`config.mk`:
```
export PLATFORM = sky130hd
export DESIGN_NAME = iqpu_cordic_cell
export DESIGN_NICKNAME = d
export VERILOG_FILES = /design/src/hw/rtl/iqpu_pkg.sv /design/src/hw/rtl/iqpu_cordic_cell.sv
export SDC_FILE = /design/constraint.sdc
export NUM_CORES = 1
export LEC_CHECK = 0
export ABC_AREA = 1
export BUFFER_PORTS_ARGS = -buffer_cell sky130_fd_sc_hd__buf_4
export CAP_MARGIN = 10
export CORE_MARGIN = 2
export CORE_UTILIZATION = 45
export DETAILED_ROUTE_END_ITERATION = 6
export GPL_TIMING_DRIVEN = 0
export PLACE_DENSITY = 0.71
export SLEW_MARGIN = 10
export SYNTH_ARGS = -nofsm -noshare
export SYNTH_HDL_FRONTEND = slang
export SYNTH_SLANG_ARGS = --single-unit
export TNS_END_PERCENT = 30
```
`constraint.sdc`:
```
create_clock -name clk -period 7.2 [get_ports clk]
set_clock_uncertainty 0.2 [all_clocks]
set_input_delay 0.36 -clock clk [delete_from_list [all_inputs] [get_ports clk]]
set_output_delay 0.36 -clock clk [all_outputs]
set_load 0.005 [all_outputs]
```
`src/hw/rtl/iqpu_pkg.sv`:
```
// ----------------------------------------------------------------------------
// iqpu_pkg: shared types and constants for the I/Q phase unwrapper
// Sample widths, CORDIC sizing, the arctangent table and the beat type that
// moves from one CORDIC cell to the next.
// ----------------------------------------------------------------------------
package iqpu_pkg;

  localparam int SAMPLE_BITS   = 16;
  localparam int CORDIC_STAGES = 16;
  localparam int MAX_STAGES    = 24;
  localparam int NUM_STAGES    = (CORDIC_STAGES > MAX_STAGES) ? MAX_STAGES : CORDIC_STAGES;

  localparam int FIELD_W  = 16;  // width of the sample ports
  localparam int FRAC_BITS = 8;  // samples are scaled by 2^8 before rotating
  // scaled magnitude grows by at most sqrt(2) * 1.647 < 4, plus a sign bit
  localparam int DATA_W   = SAMPLE_BITS + FRAC_BITS + 3;
  localparam int IDX_W    = 5;   // enough to index MAX_STAGES entries
  localparam int ACC_W    = 32;  // 2^32 units per turn in the angle accumulator
  localparam int ANGLE_W  = 16;  // 2^16 units per turn in the wrapped angle
  localparam int PHASE_W  = 32;  // running unwrapped total

  localparam logic [ACC_W-1:0] HALF_TURN = {1'b1, {(ACC_W-1){1'b0}}};
  localparam logic [ACC_W-1:0] ROUND_BIT = ACC_W'(1) << (ACC_W - ANGLE_W - 1);

  typedef logic signed [DATA_W-1:0] data_t;

  // payload carried through the CORDIC chain
  typedef struct packed {
    logic [DATA_W-1:0] x;
    logic [DATA_W-1:0] y;
    logic [ACC_W-1:0]  acc;
    logic              zero;   // input vector was exactly zero
    logic              start;  // first sample of a block
  } cordic_beat_t;

  // atan(2^-s) in 2^32 units per turn, rounded to nearest
  function automatic logic [ACC_W-1:0] atan_lut(input logic [IDX_W-1:0] idx);
    logic [ACC_W-1:0] v;
    unique case (idx)
      5'd0:    v = 32'd536870912;
      5'd1:    v = 32'd316933406;
      5'd2:    v = 32'd167458907;
      5'd3:    v = 32'd85004756;
      5'd4:    v = 32'd42667331;
      5'd5:    v = 32'd21354465;
      5'd6:    v = 32'd10679838;
      5'd7:    v = 32'd5340245;
      5'd8:    v = 32'd2670163;
      5'd9:    v = 32'd1335087;
      5'd10:   v = 32'd667544;
      5'd11:   v = 32'd333772;
      5'd12:   v = 32'd166886;
      5'd13:   v = 32'd83443;
      5'd14:   v = 32'd41722;
      5'd15:   v = 32'd20861;
      5'd16:   v = 32'd10430;
      5'd17:   v = 32'd5215;
      5'd18:   v = 32'd2608;
      5'd19:   v = 32'd1304;
      5'd20:   v = 32'd652;
      5'd21:   v = 32'd326;
      5'd22:   v = 32'd163;
      5'd23:   v = 32'd81;
      default: v = '0;
    endcase
    return v;
  endfunction

endpackage

```
`src/hw/rtl/iqpu_cordic_cell.sv`:
```
// ----------------------------------------------------------------------------
// iqpu_cordic_cell: one CORDIC vectoring micro-rotation
// Rotates the incoming vector toward the x axis by atan(2^-s) and registers
// the result; holds its beat while the next cell stalls.
// ----------------------------------------------------------------------------
module iqpu_cordic_cell (
  input  logic                         clk,
  input  logic                         rst_n,
  input  logic [iqpu_pkg::IDX_W-1:0]   stage_idx,
  input  logic                         up_valid,
  output logic                         up_ready,
  input  iqpu_pkg::cordic_beat_t       up_beat,
  output logic                         dn_valid,
  input  logic                         dn_ready,
  output iqpu_pkg::cordic_beat_t       dn_beat
);

  logic                   valid_r;
  iqpu_pkg::cordic_beat_t beat_r;
  iqpu_pkg::cordic_beat_t beat_nxt;
  iqpu_pkg::data_t        x_in;
  iqpu_pkg::data_t        y_in;
  iqpu_pkg::data_t        x_sh;
  iqpu_pkg::data_t        y_sh;
  logic [iqpu_pkg::ACC_W-1:0] angle_step;

  assign up_ready = !valid_r || dn_ready;
  assign dn_valid = valid_r;
  assign dn_beat  = beat_r;

  always_comb begin
    x_in       = iqpu_pkg::data_t'(up_beat.x);
    y_in       = iqpu_pkg::data_t'(up_beat.y);
    x_sh       = x_in >>> stage_idx;
    y_sh       = y_in >>> stage_idx;
    angle_step = iqpu_pkg::atan_lut(stage_idx);
    beat_nxt   = up_beat;
    if (!y_in[iqpu_pkg::DATA_W-1]) begin
      beat_nxt.x   = x_in + y_sh;
      beat_nxt.y   = y_in - x_sh;
      beat_nxt.acc = up_beat.acc + angle_step;
    end else begin
      beat_nxt.x   = x_in - y_sh;
      beat_nxt.y   = y_in + x_sh;
      beat_nxt.acc = up_beat.acc - angle_step;
    end
  end

  always_ff @(posedge clk) begin
    if (!rst_n) begin
      valid_r <= 1'b0;
    end else if (up_ready) begin
      valid_r <= up_valid;
    end
  end

  always_ff @(posedge clk) begin
    if (up_valid && up_ready) begin
      beat_r <= beat_nxt;
    end
  end

endmodule

```
==> metrics.txt, run 1 <==
# TYPE chip_impl_metric gauge
chip_impl_metric{name="post_synth_edffs",unit=""} 88
chip_impl_metric{name="drcViolationCount",unit=""} 0
chip_impl_metric{name="floorplan.rows",unit=""} 60
chip_impl_metric{name="cts_max_path_buffers",unit=""} 2
chip_impl_info{name="netlist.top_cell.by_area",value="sky130_fd_sc_hd__edfxtp_1"} 1
chip_impl_metric{name="clock.fmax",unit="MHz"} 165.8
chip_impl_metric{name="yosysWarningCount",unit=""} 0
chip_impl_metric{name="setup_viol",unit=""} 0
chip_impl_metric{name="cp_max_fo",unit=""} 12
chip_impl_metric{name="r2r.worst_path.cells",unit=""} 3
chip_impl_metric{name="starting_density",unit="%"} 45.89
chip_impl_metric{name="n_antenna_cell",unit=""} 0
chip_impl_info{name="cpLargestDelayFamily",value="simple AND/OR/NAND/NOR gates"} 1
chip_impl_metric{name="grt_start_max_net_pins",unit=""} 28
chip_impl_metric{name="layout-drive-gt1-share",unit="%"} 12.52
chip_impl_metric{name="clkSinkCount",unit=""} 89
chip_impl_metric{name="final-max-slew-violation-count",unit=""} 0
chip_impl_info{name="regToRegEndpoint",value="dn_beat[77]"} 1
chip_impl_metric{name="post_synth_num_cell_types",unit=""} 47
chip_impl_metric{name="post_synth_instance_area",unit="um^2"} 12370
chip_impl_metric{name="leakagePower",unit="uW"} 0.007323
chip_impl_info{name="critical_path.reg2reg.startpoint",value="dn_valid"} 1
chip_impl_metric{name="wl_per_instance",unit="um"} 20.96
chip_impl_metric{name="floorplan.die_area",unit="um^2"} 28820
chip_impl_metric{name="chipWidth",unit="um"} 169.8
chip_impl_metric{name="utilization",unit="%"} 54.00
chip_impl_metric{name="drt.antenna.violating_nets",unit=""} 0
chip_impl_metric{name="syn_nets",unit=""} 2156
chip_impl_metric{name="first_global_vias",unit=""} 13694
chip_impl_info{name="yosys_most_used_dff",value="sky130_fd_sc_hd__edfxtp_1"} 1
chip_impl_info{name="clk_root_buffer_cell",value="sky130_fd_sc_hd__clkbuf_16"} 1
chip_impl_info{name="outcome",value="complete, no violations"} 1
chip_impl_metric{name="layout.cell_area.non_filler",unit="um^2"} 14550
chip_impl_metric{name="synth_async_sr_flop_share",unit="%"} 0
chip_impl_metric{name="cp_num_buf_inv",unit=""} 5
chip_impl_info{name="crit_path_start_kind",value="input port"} 1
chip_impl_metric{name="power_density",unit="nW/um^2"} 191.1
chip_impl_metric{name="detailroute.via_count",unit=""} 14533
chip_impl_metric{name="synthesis.instances",unit=""} 1959
chip_impl_info{name="worst-setup-path-type",value="input port to register"} 1
chip_impl_metric{name="slowest_delay",unit="ns"} 0.44
chip_impl_metric{name="pin_count",unit=""} 187
chip_impl_metric{name="nets",unit=""} 2357
chip_impl_metric{name="postSynthAreaPerCell",unit="um^2"} 6.313
chip_impl_metric{name="antenna_found_initial",unit=""} 0
chip_impl_metric{name="dieHeight",unit="um"} 169.8
chip_impl_info{name="slowest_cell_on_crit_path",value="sky130_fd_sc_hd__a21boi_0"} 1
chip_impl_metric{name="grt_first_pass_wirelength",unit="mm"} 77.33
chip_impl_metric{name="first_pass_iters",unit=""} 7
chip_impl_info{name="critPathCapture",value="dn_beat[31]"} 1
chip_impl_metric{name="synth.ff_latch_count",unit=""} 89
chip_impl_metric{name="gr-usage-all-layers",unit="%"} 35.86
chip_impl_metric{name="regToRegSetupSlack",unit="ns"} 5.38
chip_impl_metric{name="post_cts.resized_instances",unit=""} 0
chip_impl_metric{name="worst_slew_pin_slew",unit="ns"} 1.104
chip_impl_info{name="rsz0062_at_grt",value="false"} 1
chip_impl_metric{name="insertion_delay",unit="ns"} 0.35
chip_impl_info{name="timing.critical_path.mode_cell",value="sky130_fd_sc_hd__nand2_1"} 1
chip_impl_metric{name="via_per_inst",unit=""} 5.799
chip_impl_metric{name="cts_made_buffers",unit=""} 9
chip_impl_metric{name="setup-tns-final",unit="ns"} 0
chip_impl_metric{name="max_slew_margin",unit="%"} 26.43
chip_impl_metric{name="ir_worst_vdd",unit="uV"} 107.2
chip_impl_metric{name="iteration_0_drc_markers",unit=""} 1684
chip_impl_info{name="cts_tree",value="done"} 1
chip_impl_metric{name="synth_top_area_share",unit="%"} 21.37
chip_impl_metric{name="core-area",unit="um^2"} 26950
chip_impl_metric{name="finalCriticalPeriod",unit="ns"} 6.033
chip_impl_metric{name="place_area",unit="um^2"} 14250
chip_impl_metric{name="fin_worst_hold_slack",unit="ns"} 0.06022
chip_impl_metric{name="syn_to_final_growth",unit="%"} 17.67
chip_impl_info{name="holdCritPathClass",value="input port to register"} 1
chip_impl_metric{name="place.gp.congestion",unit=""} 1.036
chip_impl_metric{name="htree_num_levels",unit=""} 3
chip_impl_info{name="worstSetupEndpointType",value="register"} 1
chip_impl_metric{name="finalHoldViolations",unit=""} 0
chip_impl_metric{name="drv_cap",unit=""} 0
chip_impl_metric{name="wirelength",unit="mm"} 52.53
chip_impl_info{name="cp-startpoint",value="stage_idx[1]"} 1
chip_impl_metric{name="dpl.hpwl",unit="mm"} 41.99
chip_impl_metric{name="grt-ovfl-total",unit=""} 0
chip_impl_metric{name="synth-seq-area-share",unit="%"} 21.53
chip_impl_metric{name="worst_ep_arrival_time",unit="ns"} 5.93
chip_impl_metric{name="place.port_buffers",unit=""} 185
chip_impl_metric{name="clk_transition_reported_paths",unit="ns"} 0.08
chip_impl_metric{name="worst-path-stages",unit=""} 28
chip_impl_metric{name="cp.required",unit="ns"} 7.10
chip_impl_metric{name="period_share",unit="%"} 83.79
chip_impl_info{name="synth.area.top_cells",value="sky130_fd_sc_hd__edfxtp_1, sky130_fd_sc_hd__nand2_1, sky130_fd_sc_hd__nand3_1"} 1
[cell type report]
class / instances / area (um^2)
Buffer: 64 / 350.3
Clock buffer: 10 / 229.0
Clock inverter: 6 / 50.05
Fill cell: 2781 / 12400
Inverter: 179 / 671.9
Multi-Input combinational cell: 1627 / 8693
Sequential cell: 89 / 2663
Tap cell: 341 / 426.7
Timing Repair Buffer: 190 / 1469
[where the power goes]
part           total, uW  switching [uW]  leakage [uW]  internal [uW]
Sequential           775            31.5      0.000860            743
Combinational       1510             924       0.00633            588
Clock                495             255      0.000130            240
Total               2780            1210       0.00732           1570
[logic make-up after synthesis]
kind of cell | share of synthesized area [%]
buffers and inverters | 8.266
DFF | 21.53
xor gates and xnor gates | 9.348
adders and majority gates | 10.30
AOI/OAI and AO/OA | 12.89
and+or+nand+nor | 37.67
[through the flow]
stage | std cells | worst slack [ns] | total power (uW)
2_1_floorplan | 1959 | 1.786 | 1734
5_1_grt | 2506 | 0.8492 | 2965
3_5_place_dp | 2488 | 1.051 | 2271
4_1_cts | 2506 | 1.427 | 2766
3_3_place_gp | 2485 | -0.1068 | 2249
6_report | 2506 | 1.167 | 2782
[per-layer routing]
metal / share of wire (%) / wire (um) / vias to the layer above / global-route usage, %
met4: 4.9 / 2567 / 0 / 16.24
met1: 40 / 20920 / 6691 / 44.98
li1: - / - / 6935 / -
met3: 9.2 / 4849 / 126 / 6.483
met5: 0 / 0 / - / 0
met2: 46 / 24200 / 781 / 60.04
[cells in the final DEF, fill, tap and decap left out, types with 22 or more instances in the layout]
cell type,n
sky130_fd_sc_hd__a21oi_1,116
sky130_fd_sc_hd__buf_4,194
sky130_fd_sc_hd__clkbuf_1,22
sky130_fd_sc_hd__edfxtp_1,88
sky130_fd_sc_hd__ha_1,97
sky130_fd_sc_hd__inv_1,168
sky130_fd_sc_hd__nand2_1,634
sky130_fd_sc_hd__nand3_1,260
sky130_fd_sc_hd__nor2_1,159
sky130_fd_sc_hd__o21ai_0,82
sky130_fd_sc_hd__xnor2_1,42
sky130_fd_sc_hd__xor2_1,90
[cells in the mapped netlist (all sizes together), types with 21 or more instances]
cell type and number:
nand3 260, inv 178, clkbuf 21, a21oi 117, xnor2 42, ha 97, nor2 166, edfxtp 88
o21ai 102, nand2 640, buf 43, xor2 90
[how the worst min path moves through the flow]
stage / to / start / cells after the start
final: dn_valid / rst_n / 2
after global routing: dn_valid / rst_n / 2
after CTS: dn_valid / rst_n / 2
after detailed placement: dn_beat[0] / up_beat[0] / 1
after global placement: dn_valid / dn_valid / 2
after floorplan: dn_beat[0] / up_beat[0] / 0
[state kept, by name, summed over array words and instances (netlist names)]
name,flops
dn_beat,88
dn_valid,1
[timing repair]
action                    4_1_cts  5_1_grt
hold endpoints to repair        2        0
buffers inserted                0        0
hold buffers                    2        0
(Power assumes the default switching activity.)
==> inputs of run 2 (changes only) <==
Clock period 7.2 ns to 6.1 ns, I/O delays scaled along.
==> run 2 against run 1 <==
Effect of this change: setup slack worse by 0.83 ns; global-route usage is essentially flat; non-clock buffer count up 1; largest cell class unchanged; combinational power is 19% higher; hold slack better by 0.013 ns; flip-flop and latch count unchanged; core utilization is 0.070 points higher; via count unchanged; sequential share of layout area barely moved; die area unchanged; critical endpoint unchanged; cell area up 0.13%; register-to-register slack got worse by 1.1 ns.
==> metrics.txt, run 2 (synthesis results as in run 1) <==
# TYPE chip_impl_metric gauge
chip_impl_info{name="commonest_non_fill_non_tap_cell_in_the_layout",value="sky130_fd_sc_hd__nand2_1"} 1
chip_impl_metric{name="cp.required",unit="ns"} 6.00
chip_impl_metric{name="period_share",unit="%"} 94.43
chip_impl_metric{name="antenna_found_initial",unit=""} 0
chip_impl_metric{name="detailroute.via_count",unit=""} 14533
chip_impl_metric{name="place_ws",unit="ns"} 0.006410
chip_impl_metric{name="max_slew_margin",unit="%"} 26.57
chip_impl_metric{name="wl_per_instance",unit="um"} 21.01
chip_impl_metric{name="drcViolationCount",unit=""} 0
chip_impl_metric{name="floorplan.rows",unit=""} 60
chip_impl_info{name="mostFrequentLayoutCells",value="sky130_fd_sc_hd__nand2_1, sky130_fd_sc_hd__nand3_1, sky130_fd_sc_hd__buf_4, sky130_fd_sc_hd__inv_1, sky130_fd_sc_hd__nor2_1"} 1
chip_impl_metric{name="cp_num_buf_inv",unit=""} 4
chip_impl_metric{name="gr-usage-all-layers",unit="%"} 35.87
chip_impl_metric{name="drt.antenna.violating_nets",unit=""} 0
chip_impl_metric{name="regToRegSetupSlack",unit="ns"} 4.28
chip_impl_info{name="slowest_cell_on_crit_path",value="sky130_fd_sc_hd__clkbuf_4"} 1
chip_impl_metric{name="place.gp.congestion",unit=""} 1.036
chip_impl_metric{name="ir_worst_vdd",unit="uV"} 126.7
chip_impl_metric{name="finalHoldViolations",unit=""} 0
chip_impl_metric{name="first_pass_iters",unit=""} 6
chip_impl_metric{name="grt_first_pass_wirelength",unit="mm"} 77.35
chip_impl_metric{name="grt-ovfl-total",unit=""} 0
chip_impl_metric{name="leakagePower",unit="uW"} 0.007329
chip_impl_metric{name="n_antenna_cell",unit=""} 0
chip_impl_metric{name="register_cell_area_after_layout",unit="um^2"} 2663
chip_impl_metric{name="setup-tns-final",unit="ns"} 0
chip_impl_metric{name="htree_num_levels",unit=""} 3
chip_impl_metric{name="grt_start_max_net_pins",unit=""} 28
chip_impl_metric{name="wirelength",unit="mm"} 52.67
chip_impl_info{name="clk_root_buffer_cell",value="sky130_fd_sc_hd__clkbuf_16"} 1
chip_impl_metric{name="report.power.total",unit="uW"} 3288
chip_impl_metric{name="worst_ep_arrival_time",unit="ns"} 5.66
chip_impl_info{name="worst-setup-path-type",value="input port to register"} 1
chip_impl_metric{name="chipWidth",unit="um"} 169.8
chip_impl_metric{name="first_global_vias",unit=""} 13700
chip_impl_info{name="cpLargestDelayFamily",value="simple AND/OR/NAND/NOR gates"} 1
chip_impl_info{name="holdCritPathClass",value="input port to register"} 1
chip_impl_metric{name="dpl.hpwl",unit="mm"} 41.99
chip_impl_metric{name="floorplan.die_area",unit="um^2"} 28820
chip_impl_metric{name="setup_viol",unit=""} 0
chip_impl_metric{name="dieHeight",unit="um"} 169.8
chip_impl_metric{name="worst_slew_pin_slew",unit="ns"} 1.101
chip_impl_info{name="crit_path_start_kind",value="input port"} 1
chip_impl_info{name="rsz0062_at_grt",value="false"} 1
chip_impl_metric{name="drv_cap",unit=""} 0
chip_impl_metric{name="core-area",unit="um^2"} 26950
chip_impl_metric{name="starting_density",unit="%"} 45.89
chip_impl_info{name="cts_tree",value="done"} 1
chip_impl_metric{name="clkSinkCount",unit=""} 89
chip_impl_metric{name="iteration_0_drc_markers",unit=""} 1697
chip_impl_info{name="worstSetupEndpointType",value="register"} 1
chip_impl_metric{name="layout-drive-gt1-share",unit="%"} 12.56
chip_impl_metric{name="finalCriticalPeriod",unit="ns"} 5.760
chip_impl_metric{name="cts_max_path_buffers",unit=""} 2
chip_impl_metric{name="multiInputGateArea",unit="um^2"} 8700
chip_impl_metric{name="insertion_delay",unit="ns"} 0.36
chip_impl_metric{name="syn_to_final_growth",unit="%"} 17.83
chip_impl_metric{name="n_fill_cell",unit=""} 2779
chip_impl_metric{name="clock.fmax",unit="MHz"} 173.6
chip_impl_metric{name="worst_slack",unit="ns"} 0.3398
chip_impl_metric{name="via_per_inst",unit=""} 5.797
chip_impl_metric{name="nets",unit=""} 2358
chip_impl_metric{name="pin_count",unit=""} 187
chip_impl_metric{name="slowest_delay",unit="ns"} 0.35
chip_impl_metric{name="power_density",unit="nW/um^2"} 225.7
chip_impl_metric{name="cp_max_fo",unit=""} 12
chip_impl_metric{name="cts_made_buffers",unit=""} 9
chip_impl_metric{name="largest_register_ff_count",unit=""} 88
chip_impl_metric{name="place.port_buffers",unit=""} 185
chip_impl_info{name="outcome",value="complete, no violations"} 1
chip_impl_metric{name="clk_transition_reported_paths",unit="ns"} 0.08
chip_impl_metric{name="final-max-slew-violation-count",unit=""} 0
-- run 2: path summary, 6_finish.rpt --
kind,startpoint,endpoint,cells past startpoint
worst min-delay path,up_valid,dn_valid,3
worst max-delay path,stage_idx[1],dn_beat[31],27
worst min register to register,dn_valid,dn_valid,2
worst max register to register,dn_valid,dn_beat[77],3
-- run 2: where the power goes --
group / switching [uW] / leakage, uW / internal [uW] / total, uW
clock network: 302 / 0.000130 / 283 / 585
logic: 1090 / 0.00634 / 695 / 1790
registers: 37.3 / 0.000860 / 877 / 915
total: 1430 / 0.00733 / 1860 / 3290
-- run 2: layer usage --
metal	GRT usage (%)	part of all wire, %	vias up
met5	0	0	-
met4	16.24	5.0	0
met3	6.483	9.4	139
met2	60.07	46	820
met1	44.98	40	6631
li1	-	-	6943
-- run 2: repair_timing --
action	CTS	global route
gates resized for setup	0	3
hold buffers	3	0
endpoints found under the setup margin	0	3
endpoints found under the hold margin	3	0
buffers inserted	0	0
-- run 2: cell type report --
cell class,instances,area share [%]
multi-input cells,1627,59.70
flip-flops and latches,89,18.27
repair buffers,191,10.15
inverters,179,4.611
well taps,341,2.928
plain buffers,64,2.421
clock buffers,10,1.571
clock inverters,6,0.3435
-- run 2: tightest hold or removal path, cell delays in order --
cell	delay (ns)
sky130_fd_sc_hd__buf_4	0.08
sky130_fd_sc_hd__inv_1	0.05
sky130_fd_sc_hd__a21boi_0	0.15
-- run 2: metrics by stage --
step | instance area (um^2) | utilization (%) | hold WS, ns | instances
after floorplan | 12370 | - | 0.2039 | 1959
after detailed placement | 14250 | 52.89 | 0.2886 | 2488
after global placement | 14180 | 52.62 | 0.2863 | 2485
final | 14570 | 54.07 | 0.07285 | 2507
after CTS | 14560 | 54.03 | 0.06996 | 2507
after global routing | 14570 | 54.07 | 0.09460 | 2507
