--- src/hw/rtl/iqpu_pkg.sv ---
// ----------------------------------------------------------------------------
// iqpu_pkg: shared types and constants for the I/Q phase unwrapper
// Sample widths, CORDIC sizing, the arctangent table and the beat type that
// moves from one CORDIC cell to the next.
// ----------------------------------------------------------------------------
package iqpu_pkg;

  localparam int SAMPLE_BITS   = 16;
  localparam int CORDIC_STAGES = 16;
  localparam int MAX_STAGES    = 24;
  localparam int NUM_STAGES    = (CORDIC_STAGES > MAX_STAGES) ? MAX_STAGES : CORDIC_STAGES;

  localparam int FIELD_W  = 16;  // width of the sample ports
  localparam int FRAC_BITS = 8;  // samples are scaled by 2^8 before rotating
  // scaled magnitude grows by at most sqrt(2) * 1.647 < 4, plus a sign bit
  localparam int DATA_W   = SAMPLE_BITS + FRAC_BITS + 3;
  localparam int IDX_W    = 5;   // enough to index MAX_STAGES entries
  localparam int ACC_W    = 32;  // 2^32 units per turn in the angle accumulator
  localparam int ANGLE_W  = 16;  // 2^16 units per turn in the wrapped angle
  localparam int PHASE_W  = 32;  // running unwrapped total

  localparam logic [ACC_W-1:0] HALF_TURN = {1'b1, {(ACC_W-1){1'b0}}};
  localparam logic [ACC_W-1:0] ROUND_BIT = ACC_W'(1) << (ACC_W - ANGLE_W - 1);

  typedef logic signed [DATA_W-1:0] data_t;

  // payload carried through the CORDIC chain
  typedef struct packed {
    logic [DATA_W-1:0] x;
    logic [DATA_W-1:0] y;
    logic [ACC_W-1:0]  acc;
    logic              zero;   // input vector was exactly zero
    logic              start;  // first sample of a block
  } cordic_beat_t;

  // atan(2^-s) in 2^32 units per turn, rounded to nearest
  function automatic logic [ACC_W-1:0] atan_lut(input logic [IDX_W-1:0] idx);
    logic [ACC_W-1:0] v;
    unique case (idx)
      5'd0:    v = 32'd536870912;
      5'd1:    v = 32'd316933406;
      5'd2:    v = 32'd167458907;
      5'd3:    v = 32'd85004756;
      5'd4:    v = 32'd42667331;
      5'd5:    v = 32'd21354465;
      5'd6:    v = 32'd10679838;
      5'd7:    v = 32'd5340245;
      5'd8:    v = 32'd2670163;
      5'd9:    v = 32'd1335087;
      5'd10:   v = 32'd667544;
      5'd11:   v = 32'd333772;
      5'd12:   v = 32'd166886;
      5'd13:   v = 32'd83443;
      5'd14:   v = 32'd41722;
      5'd15:   v = 32'd20861;
      5'd16:   v = 32'd10430;
      5'd17:   v = 32'd5215;
      5'd18:   v = 32'd2608;
      5'd19:   v = 32'd1304;
      5'd20:   v = 32'd652;
      5'd21:   v = 32'd326;
      5'd22:   v = 32'd163;
      5'd23:   v = 32'd81;
      default: v = '0;
    endcase
    return v;
  endfunction

endpackage

--- src/hw/rtl/iqpu_unwrap.sv ---
// ----------------------------------------------------------------------------
// iqpu_unwrap: angle rounding, phase unwrap and output register
// Rounds the CORDIC accumulator to a 16-bit angle, loads it on a block start
// or adds the wrapped difference to the saturating running total; outputs it.
// ----------------------------------------------------------------------------
module iqpu_unwrap (
  input  logic                          clk,
  input  logic                          rst_n,
  input  logic                          up_valid,
  output logic                          up_ready,
  input  iqpu_pkg::cordic_beat_t        up_beat,
  output logic                          out_valid,
  input  logic                          out_ready,
  output logic [iqpu_pkg::PHASE_W-1:0]  out_phase
);

  logic                           valid_r;
  logic [iqpu_pkg::PHASE_W-1:0]   total_r;
  logic [iqpu_pkg::PHASE_W-1:0]   total_nxt;
  logic [iqpu_pkg::ANGLE_W-1:0]   last_r;
  logic                           start_r;
  logic                           zero_r;
  logic [iqpu_pkg::ACC_W-1:0]     rounded;
  logic [iqpu_pkg::ANGLE_W-1:0]   angle;
  logic [iqpu_pkg::ANGLE_W-1:0]   diff;
  logic [iqpu_pkg::PHASE_W:0]     sum;
  logic                           load;

  assign up_ready  = !valid_r || out_ready;
  assign load      = up_valid && up_ready;
  assign out_valid = valid_r;
  assign out_phase = total_r;

  always_comb begin
    rounded = up_beat.acc + iqpu_pkg::ROUND_BIT;
    angle   = up_beat.zero ? '0 : rounded[iqpu_pkg::ACC_W-1 -: iqpu_pkg::ANGLE_W];
    // a half-turn difference wraps to the negative end by construction
    diff    = angle - last_r;
    sum     = {total_r[iqpu_pkg::PHASE_W-1], total_r}
            + {{(iqpu_pkg::PHASE_W-iqpu_pkg::ANGLE_W+1){diff[iqpu_pkg::ANGLE_W-1]}}, diff};
    if (up_beat.start) begin
      total_nxt = {{(iqpu_pkg::PHASE_W-iqpu_pkg::ANGLE_W){angle[iqpu_pkg::ANGLE_W-1]}}, angle};
    end else if (sum[iqpu_pkg::PHASE_W] != sum[iqpu_pkg::PHASE_W-1]) begin
      // clamp on overflow toward the sign of the true sum
      total_nxt = {sum[iqpu_pkg::PHASE_W], {(iqpu_pkg::PHASE_W-1){!sum[iqpu_pkg::PHASE_W]}}};
    end else begin
      total_nxt = sum[iqpu_pkg::PHASE_W-1:0];
    end
  end

  always_ff @(posedge clk) begin
    if (!rst_n) begin
      valid_r <= 1'b0;
      total_r <= '0;
      last_r  <= '0;
    end else begin
      if (up_ready) begin
        valid_r <= up_valid;
      end
      if (load) begin
        total_r <= total_nxt;
        last_r  <= angle;
      end
    end
  end

  always_ff @(posedge clk) begin
    if (load) begin
      start_r <= up_beat.start;
      zero_r  <= up_beat.zero;
    end
  end

  // a block start loads a sign-extended 16-bit angle
  a_start_fits: assert property (@(posedge clk) disable iff (!rst_n)
    valid_r && start_r |->
      total_r[iqpu_pkg::PHASE_W-1:iqpu_pkg::ANGLE_W-1] == '0 ||
      total_r[iqpu_pkg::PHASE_W-1:iqpu_pkg::ANGLE_W-1] == '1)
    else $error("block start total is not a sign-extended angle");

  // a zero vector at block start restarts the total at zero
  a_zero_start: assert property (@(posedge clk) disable iff (!rst_n)
    valid_r && start_r && zero_r |-> total_r == '0)
    else $error("zero vector at block start gave a nonzero total");

  // the saved angle always matches the low half of a freshly loaded start total
  a_last_tracks: assert property (@(posedge clk) disable iff (!rst_n)
    valid_r && start_r |-> last_r == total_r[iqpu_pkg::ANGLE_W-1:0])
    else $error("saved angle disagrees with block start total");

endmodule

--- config.mk ---
export PLATFORM = sky130hd
export DESIGN_NAME = iqpu_unwrap
export DESIGN_NICKNAME = d
export VERILOG_FILES = /design/src/hw/rtl/iqpu_pkg.sv /design/src/hw/rtl/iqpu_unwrap.sv
export SDC_FILE = /design/constraint.sdc
export NUM_CORES = 1
export LEC_CHECK = 0
export BUFFER_PORTS_ARGS = -buffer_cell sky130_fd_sc_hd__buf_4
export CORE_UTILIZATION = 45
export CTS_CLUSTER_DIAMETER = 150
export DETAILED_ROUTE_END_ITERATION = 7
export PLACE_DENSITY = 0.78
export SLEW_MARGIN = 40
export SYNTH_ARGS = -nofsm -noshare
export SYNTH_HDL_FRONTEND = slang
export SYNTH_SLANG_ARGS = --single-unit
export TNS_END_PERCENT = 20
--- constraint.sdc ---
create_clock -name clk -period 14.5 [get_ports clk]
set_input_delay 0.725 -clock clk [delete_from_list [all_inputs] [get_ports clk]]
set_output_delay 0.725 -clock clk [all_outputs]
set_load 0.01 [all_outputs]
==> impl_metrics.csv, run 1 <==
group,metric,value,unit
job,max-cap-violations,0,
clocking,cts_made_buffers,5,
place,place_hpwl,9560,um
yosys,synthArstFlopShare,0,%
floorplanning,boundaryPins,126,
yosys,synth_top_family_by_area,"compound AO/OA/AOI/OAI gates",
yosys,synth_top_flop_cell,"dfxtp_1",
worst_setup_path,cp-startpoint,"up_beat[17]",
cells_and_area,final_nets,832,
yosys,ys_seq_area_share,20.7,%
yosys,syn_inst,648,
global_route,antenna_found_initial,0,
timing,setup_tns,0,ns
timing,fin_crit,6.63,ns
cells_and_area,fin_util,52.1,%
timing,relSlewSlack,43.6,%
cells_and_area,regArea,981,um^2
cells_and_area,synthToLayoutAreaGrowth,13.0,%
route,drt_iter0_markers,198,
worst_hold_path,hp-class,"register to register",
clocking,cts.repair.resized,0,
cells_and_area,multiInputGateArea,3510,um^2
clocking,cts-hold-fix-buffers,0,
floorplanning,die_w,105,um
yosys,synth_seq_cells,49,
yosys,synth_compound_area_share,29.4,%
worst_setup_path,cp.arrival,6.81,ns
timing,rsz0062_at_grt,"no",
route,vias,4842,
worst_setup_path,endpoint,"out_phase[12]",
global_route,grt.total_usage,23.5,%
cells_and_area,final_common_cell,"a21oi_1",
worst_setup_path,r2r_start,"last_r[1]",
timing,clock_skew,0.00819,ns
yosys,synth_mux_area_share,0.211,%
clocking,cts.path.max_buffers,2,
yosys,syn-num-nets,790,
floorplanning,initial_core_util,46.1,%
worst_setup_path,crit_fanout,18,
pwr,leakagePower,2.29,nW
global_route,grt_max_degree,40,
place,io_buffers,56,
worst_setup_path,critical_path_class,"input pin to register",
route,viasPerCell,5.85,
yosys,synthDistinctLibCells,65,
route,antenna_left,0,
timing,max_freq,0.151,GHz
yosys,synth_edf_count,0,
clocking,clk_latency,0.31,ns
route,dr.pass1.iters,4,
worst_setup_path,worstReg2RegEnd,"out_phase[12]",
route,wl_per_cell,15.4,um
floorplanning,dieHeight,105,um
worst_setup_path,r2r_cells,20,
place,place.gp.congestion,0.882,
yosys,synth_fa_ha_area_share,13.7,%
route,drc,0,
timing,finalHoldViolations,0,
yosys,avgSynthCellArea,7.31,um^2
yosys,syn-cell-area,4740,um^2
worst_setup_path,rrSetupSlack,8.68,ns
floorplanning,core,10300,um^2
clocking,cts_sinks,49,
global_route,globalRouteOverflowTotal,0,
run_status,status,"complete, no violations",
timing,finalMaxSlewViolations,0,
route,routed_wl,12800,um
timing,final_min_period_over_clock_period,45.8,%
global_route,grt_pass1_wl,21300,um
worst_setup_path,cp-start-kind,"input pin",
clocking,htree_levels,2,
yosys,synth-xor-area-share,9.42,%
yosys,synth-simple-area-share,21.4,%
cells_and_area,antenna_cells,0,
floorplanning,die_area,10900,um^2
timing,tightest_slew,0.844,ns
worst_setup_path,crit_required,14.68,ns
pwr,p_per_area,127,nW/um^2
cells_and_area,drive_above_1_share,11.6,%
pwr,vdd_ir_drop_max,54.1,uV
clocking,postCtsSetupRepairBufs,0,
floorplanning,placement_rows,37,
cells_and_area,final_cell_mix,"a21oi_1 (93), nand2_1 (78), buf_4 (59)",
worst_setup_path,end_kind,"register",
timing,setup_viol,0,
cells_and_area,nFillCells,1021,
clocking,cts_tree,"built",
global_route,grt_pass1_vias,4648,
clocking,cts-root-buf,"clkbuf_8",
clocking,clk_pin_slew,0.10,ns
yosys,ys_warn_count,0,
-- Yosys cell counts (all sizes together) (16+ instances only) --
cell type  number  area [um^2]
nand3          19          100
clkbuf         16         60.1
dfxtp          49          981
o21ai          44          220
xnor2          34          298
xor2           17          149
inv            33          124
a21o           17          128
ha             48          601
nand2          79          299
nor2           46          175
a21oi          94          474
-- kinds of logic after synthesis --
family / after synthesis
compound gates: 223
simple gates: 214
buf+inv: 59
xor+xnor: 51
fa+ha+maj: 51
flops: 49
mux: 1
-- stage by stage --
| step | total power [mW] | instance area [um^2] | cells | hold slack [ns] | setup WS [ns] |
|---|---|---|---|---|---|
| floorplan | 0.473 | 4740 | 648 | 0.436 | 8.11 |
| global placement | 0.551 | 5240 | 819 | 0.442 | 7.68 |
| detailed placement | 0.562 | 5240 | 819 | 0.448 | 7.58 |
| CTS | 0.672 | 5350 | 827 | 0.461 | 7.88 |
| global route | 0.728 | 5350 | 827 | 0.483 | 7.34 |
| finish | 0.678 | 5350 | 827 | 0.460 | 7.87 |
-- how the worst min path moves through the flow --
stage | startpoint | cells past startpoint | slack [ns] | end
after global placement | last_r[3] | 2 | 0.44 | last_r[3]
after detailed placement | last_r[10] | 2 | 0.45 | last_r[10]
after floorplan | last_r[10] | 2 | 0.44 | last_r[10]
final | last_r[8] | 2 | 0.46 | last_r[8]
after CTS | last_r[10] | 2 | 0.46 | last_r[10]
after global routing | last_r[13] | 2 | 0.48 | last_r[13]
-- metal layers --
metal  part of all wire (%)  vias up  wire length [um]  global-route usage [%]
li1                       -     2425                 -                       -
met1                     46     2266              5860                    29.1
met2                     48      137              6170                    42.1
met3                    4.4       14               557                    2.93
met4                    1.4        0               174                    7.34
met5                      0        -                 0                       0
-- worst max-delay path, stage by stage --
cell and delay, ns:
buf_4 0.11, ha_1 0.21, xnor2_1 0.12, nor2_1 0.35, ha_1 0.32, nor2b_1 0.13, o21ai_0 0.19, a21boi_0 0.17
o41a_1 0.38, a41oi_1 0.31, a21oi_1 0.19, a211oi_1 0.27, o21bai_1 0.11, xnor2_1 0.14, buf_4 0.26, ha_1 0.33
a21o_1 0.26, o31ai_1 0.38, o21ai_1 0.18, a221oi_1 0.42, nand3_1 0.69, a221oi_1 0.47, a211oi_1 0.08
-- state kept, by name, indices dropped and copies added, names as in the netlist --
register   cells
out_phase     32
last_r        16
out_valid      1
-- power breakdown --
part / total (mW) / internal, mW / switching, mW
Clock: 0.109 / 0.0565 / 0.0524
Sequential: 0.163 / 0.150 / 0.0137
Combinational: 0.405 / 0.169 / 0.236
-- final cells by class --
cell class | count | share of cell area (%)
sequential | 49 | 18.3
clock inverter | 1 | 0.561
tap | 136 | 3.18
multi-input combinational | 540 | 65.6
clock buffer | 7 | 1.61
timing repair buffer | 59 | 8.27
inverter | 35 | 2.45
No activity file was read; power rests on OpenSTA's default activity.
==> run 2: changes to the inputs <==
==> constraint.sdc (replaced) <==
create_clock -name clk -period 6.65 [get_ports clk]
set_input_delay 0.3325 -clock clk [delete_from_list [all_inputs] [get_ports clk]]
set_output_delay 0.3325 -clock clk [all_outputs]
set_load 0.01 [all_outputs]
==> run 2 against run 1 <==
Against the previous run: first-iteration DRC count up 19%; sequential cell count unchanged; clock power up 77%; sequential share of layout area down 0.11 points; utilization up 0.33 points; critical endpoint is now out_phase[18]; largest power group unchanged.
==> impl_metrics.csv, run 2 (synthesis gave the netlist of run 1 again) <==
group,metric,value,unit
run_status,status,"complete, no violations",
clocking,cts-hold-fix-buffers,0,
clocking,cts_sinks,49,
timing,final_min_period_over_clock_period,92.1,%
global_route,grt.total_usage,23.7,%
pwr,vdd_ir_drop_max,106,uV
timing,tightest_slew,0.675,ns
worst_setup_path,cp.arrival,6.33,ns
clocking,clk_latency,0.31,ns
place,place_hpwl,9970,um
clocking,cts-root-buf,"clkbuf_8",
global_route,grt_max_degree,40,
timing,max_freq,0.163,GHz
place,place_area,5300,um^2
worst_setup_path,crit_required,6.85,ns
cells_and_area,final_cell_mix,"a21oi_1 (93), nand2_1 (78), buf_4 (67)",
floorplanning,initial_core_util,46.1,%
route,vias,4841,
place,dp_slack,0.308,ns
timing,relSlewSlack,54.9,%
job,max-cap-violations,0,
worst_setup_path,crit_fanout,17,
floorplanning,placement_rows,37,
cells_and_area,synthToLayoutAreaGrowth,13.7,%
floorplanning,boundaryPins,126,
route,dr.pass1.iters,6,
place,place.gp.congestion,0.874,
pwr,finalPower,1.46,mW
route,antenna_left,0,
route,viasPerCell,5.80,
route,drc,0,
worst_setup_path,end_kind,"register",
cells_and_area,largest_register_ff_count,32,
worst_setup_path,critical_path_class,"input pin to register",
worst_setup_path,cp-start-kind,"input pin",
clocking,htree_levels,2,
cells_and_area,final_common_cell,"a21oi_1",
timing,finalMaxSlewViolations,0,
route,routed_wl,13100,um
route,wl_per_cell,15.6,um
timing,finalHoldViolations,0,
timing,setup_viol,0,
pwr,leakagePower,2.32,nW
timing,setup_tns,0,ns
route,drt_iter0_markers,235,
cells_and_area,final_nets,840,
floorplanning,die_area,10900,um^2
global_route,antenna_found_initial,0,
floorplanning,die_w,105,um
cells_and_area,drive_above_1_share,12.7,%
worst_hold_path,hp-class,"input pin to register",
global_route,globalRouteOverflowTotal,0,
place,io_buffers,56,
clocking,cts_made_buffers,5,
clocking,postCtsSetupRepairBufs,0,
global_route,grt_pass1_vias,4563,
clocking,cts.repair.resized,0,
clocking,cts.path.max_buffers,2,
timing,fin_crit,6.13,ns
global_route,grt_pass1_wl,21400,um
clocking,clk_pin_slew,0.11,ns
timing,setup_ws,0.522,ns
cells_and_area,antenna_cells,0,
clocking,cts_tree,"built",
timing,clock_skew,0.0109,ns
floorplanning,core,10300,um^2
timing,rsz0062_at_grt,"no",
worst_setup_path,rrSetupSlack,0.94,ns
pwr,p_per_area,272,nW/um^2
floorplanning,dieHeight,105,um
cells_and_area,final_area,5390,um^2
-- run 2: changes by cell type in the layout (fill, tap and decap cells not counted), sizes merged --
cell	delta
clkinvlp	+1
inv	+1
clkbuf	-2
clkinv	+1
buf	+8
bufinv	-1
-- run 2: layer usage --
layer / share of wire (%) / vias to the layer above / GRT usage [%]
met4: 0.74 / 0 / 4.83
li1: - / 2441 / -
met3: 4.7 / 11 / 2.37
met1: 45 / 2250 / 29.3
met2: 50 / 139 / 44.4
met5: 0 / - / 0
-- run 2: per-stage QoR --
stage / util, % / cells / hold slack (ns)
2_1_floorplan: - / 648 / 0.436
6_report: 52.4 / 835 / 0.262
3_5_place_dp: 51.5 / 827 / 0.448
4_1_cts: 52.4 / 835 / 0.258
5_1_grt: 52.4 / 835 / 0.276
3_3_place_gp: 51.5 / 827 / 0.442
-- run 2: worst paths after layout --
path	end	depth (start not counted)	start
min reg2reg	last_r[11]	2	last_r[11]
max reg2reg	out_phase[18]	22	last_r[1]
max	out_phase[18]	25	up_beat[17]
min	out_valid	3	up_valid
-- run 2: report_power, final --
part	switching (mW)	leakage, nW	internal [mW]
logic	0.526	1.87	0.388
clock network	0.118	0.0445	0.0752
registers	0.0296	0.403	0.326
-- run 2: area by class of cell --
type,instances,area [um^2]
clock buffer,5,68.8
clock inverter,3,21.3
fill,1048,4890
inverter,35,131
multi-input combinational,540,3510
sequential,49,981
tap,136,170
timing repair buffer,67,503
-- run 2: critical path: stages --
cell	delay [ns]
buf_4	0.11
ha_1	0.21
xnor2_1	0.12
nor2_1	0.33
ha_1	0.31
nor2b_1	0.12
o21ai_0	0.22
a21boi_0	0.20
o41a_1	0.39
a41oi_1	0.31
a21oi_1	0.17
a211oi_1	0.25
o21bai_1	0.11
xnor2_1	0.14
buf_4	0.27
ha_1	0.33
a21o_1	0.25
o31ai_1	0.45
o21ai_1	0.21
a221oi_1	0.43
nand2_2	0.10
buf_4	0.18
nor2_2	0.29
nor2_1	0.13
a221o_1	0.33
==> run 3: changes to the inputs <==
--- a/config.mk
+++ b/config.mk
@@ -5,11 +5,12 @@
 export SDC_FILE = /design/constraint.sdc
 export NUM_CORES = 1
 export LEC_CHECK = 0
+export ABC_AREA = 1
 export BUFFER_PORTS_ARGS = -buffer_cell sky130_fd_sc_hd__buf_4
 export CORE_UTILIZATION = 45
 export CTS_CLUSTER_DIAMETER = 150
 export DETAILED_ROUTE_END_ITERATION = 7
-export PLACE_DENSITY = 0.78
+export PLACE_DENSITY = 0.77
 export SLEW_MARGIN = 40
 export SYNTH_ARGS = -nofsm -noshare
 export SYNTH_HDL_FRONTEND = slang
==> run 3 against run 2 <==
Against the previous run: the flow now finishes with violations (DRC); synthesized cell count is 38% higher; cell count is 30% higher; clock skew is 0.0016 ns lower; area after synthesis is 15% higher; hold slack better by 0.10 ns; sequential share of layout area is 2.2 points lower; utilization is 0.45 points higher; non-clock buffer count is 7 lower.
==> impl_metrics.csv, run 3 <==
group,metric,value,unit
cells_and_area,nFillCells,1203,
run_status,violations,"DRC",
clocking,cts.repair.resized,0,
timing,rsz0062_at_grt,"no",
worst_setup_path,cpMaxStageDelayCell,"a21oi_4",
place,place_hpwl,11100,um
clocking,cts.path.max_buffers,2,
global_route,grt.total_usage,23.3,%
cells_and_area,final_cell_mix,"nand2_1 (275), inv_1 (127), a21oi_1 (103)",
timing,finalMaxSlewViolations,0,
floorplanning,core,11600,um^2
pwr,sw_frac_of_total,49.6,%
job,max-cap-violations,0,
floorplanning,boundaryPins,126,
worst_setup_path,cp.arrival,5.75,ns
pwr,power.internal,0.940,mW
yosys,yosys.area.top_type_share,18.9,%
clocking,cts_sinks,49,
worst_setup_path,crit_fanout,20,
pwr,p_per_area,304,nW/um^2
clocking,htree_levels,2,
timing,fin_crit,5.58,ns
floorplanning,initial_core_util,47.1,%
yosys,yosysMostFrequentCell,"nand2_1",
clocking,clk_latency,0.30,ns
cells_and_area,antenna_cells,0,
yosys,yosys-top-cells-count,"nand2_1 (275), inv_1 (128), a21oi_1 (103), nand3_1 (53), nor2_1 (50)",
route,viasPerCell,5.19,
floorplanning,dieHeight,112,um
worst_setup_path,cp-start-kind,"input pin",
floorplanning,die_area,12600,um^2
pwr,leakagePower,3.21,nW
worst_setup_path,cp-startpoint,"up_beat[19]",
route,routed_wl,14200,um
worst_setup_path,critical_path_class,"input pin to register",
global_route,grt_pass1_wl,24300,um
timing,tightest_slew,0.677,ns
worst_setup_path,r2r_cells,25,
worst_setup_path,cp_slowest_stage_delay,0.55,ns
global_route,globalRouteOverflowTotal,0,
floorplanning,die_w,112,um
cells_and_area,largest_register_ff_count,32,
pwr,p_sw,0.925,mW
pwr,vdd_ir_drop_max,166,uV
yosys,syn-num-nets,1036,
yosys,synth_top_cell_by_area,"nand2_1",
floorplanning,placement_rows,39,
yosys,synth_area_leaders,"nand2_1 (19%), dfxtp_1 (18%), ha_1 (11%)",
pwr,comb_power_share,64.2,%
pwr,seqPwrFrac,19.2,%
place,io_buffers,56,
cells_and_area,final_common_cell,"nand2_1",
yosys,ys_warn_count,0,
timing,clock_skew,0.00926,ns
worst_setup_path,rrSetupSlack,1.81,ns
yosys,avgSynthCellArea,6.12,um^2
cells_and_area,synthToLayoutAreaGrowth,12.2,%
place,place.gp.congestion,0.988,
global_route,grt_pass1_vias,5259,
run_status,status,"finished with violations",
clocking,cts_tree,"built",
yosys,synth_seq_cells,49,
yosys,syn_inst,894,
worst_hold_path,hp-class,"input pin to register",
clocking,cts_made_buffers,5,
worst_setup_path,critPathMostFrequentCell,"nand2_1",
timing,final_min_period_over_clock_period,83.9,%
clocking,postCtsSetupRepairBufs,0,
clocking,cts-hold-fix-buffers,0,
global_route,antenna_found_initial,0,
cells_and_area,fin_util,52.9,%
worst_setup_path,end_kind,"register",
timing,relSlewSlack,54.8,%
timing,finalHoldViolations,0,
cells_and_area,final_nets,1082,
worst_setup_path,endpoint,"out_phase[25]",
worst_hold_path,hp-start,"rst_n",
route,antenna_left,0,
yosys,synthArstFlopShare,0,%
place,dp_slack,0.841,ns
global_route,grt_max_degree,50,
route,vias,5631,
yosys,ys_seq_area_share,17.9,%
worst_setup_path,crit_required,6.82,ns
timing,setup_ws,1.07,ns
route,dr.pass1.iters,7,
yosys,synth_top_flop_cell,"dfxtp_1",
clocking,cts-root-buf,"clkbuf_16",
clocking,clk_pin_slew,0.08,ns
cells_and_area,drive_above_1_share,13.0,%
worst_setup_path,worstReg2RegEnd,"out_phase[25]",
yosys,syn-cell-area,5470,um^2
yosys,synthDistinctLibCells,39,
pwr,finalPower,1.86,mW
route,drt_iter0_markers,332,
yosys,synth_edf_count,0,
timing,max_freq,0.179,GHz
timing,setup_tns,0,ns
timing,setup_viol,0,
worst_setup_path,r2r_start,"last_r[2]",
route,drc,2,
route,wl_per_cell,13.1,um
pwr,clock_power_share,16.5,%
[run 3: cell types whose count changed after synthesis, sizes merged, moves of 15 or more]
| cell | delta |
|---|---|
| a21oi | +21 |
| nand2 | +212 |
| a21o | -15 |
| inv | +95 |
| nand3 | +36 |
| xnor2 | -16 |
[run 3: through the flow]
stage               cells  cell area [um^2]  hold WS (ns)
global placement     1076              5970         0.479
floorplan             894              5470         0.471
detailed placement   1076              5970         0.479
finish               1084              6140         0.366
global route         1084              6140         0.385
CTS                  1084              6140         0.366
[run 3: power by group through the flow]
stage | Clock [mW] | Sequential [mW] | Combinational [mW]
6_report | 0.308 | 0.358 | 1.20
5_1_grt | 0.327 | 0.363 | 1.35
4_1_cts | 0.316 | 0.358 | 1.19
3_5_place_dp | 0 | 0.365 | 1.18
3_3_place_gp | 0 | 0.365 | 1.17
2_1_floorplan | 0 | 0.373 | 0.937
[run 3: worst min-delay path by stage]
| stage | slack [ns] | cells past startpoint | end |
|---|---|---|---|
| global route | 0.38 | 3 | out_valid |
| CTS | 0.37 | 3 | out_valid |
| floorplan | 0.47 | 2 | last_r[0] |
| detailed placement | 0.48 | 2 | out_phase[23] |
| global placement | 0.48 | 2 | out_phase[25] |
| finish | 0.37 | 3 | out_valid |
[run 3: layout make-up]
cell class	instances	area (um^2)	area share, %
Tap cell	143	179	2.91
Inverter	129	484	7.89
Timing Repair Buffer	60	450	7.33
Multi-Input combinational cell	695	3870	63.1
Clock inverter	3	47.5	0.774
Clock buffer	5	125	2.04
Sequential cell	49	981	16.0
[run 3: cells by family after synthesis]
| logic type | synth area share [%] |
|---|---|
| and+or+nand+nor | 33.7 |
| AOI/OAI and AO/OA | 19.5 |
| buffers and inverters | 11.3 |
| adders and majority gates | 11.7 |
| DFF | 17.9 |
| xor gates and xnor gates | 5.92 |
[run 3: metal layers]
layer	vias to the layer above	GRT usage, %	wire length, um
met2	141	38.1	6170
met1	2491	33.1	7120
met4	0	5.33	174
met3	16	2.16	717
li1	2983	-	-
met5	-	0	0
[run 3: critical path: cells and delay by family]
family          cells  cell delay, ns
fa+ha+maj           2            0.63
buf+inv             6            0.92
xor+xnor            1            0.17
simple gates       17            2.20
compound gates      6            1.45
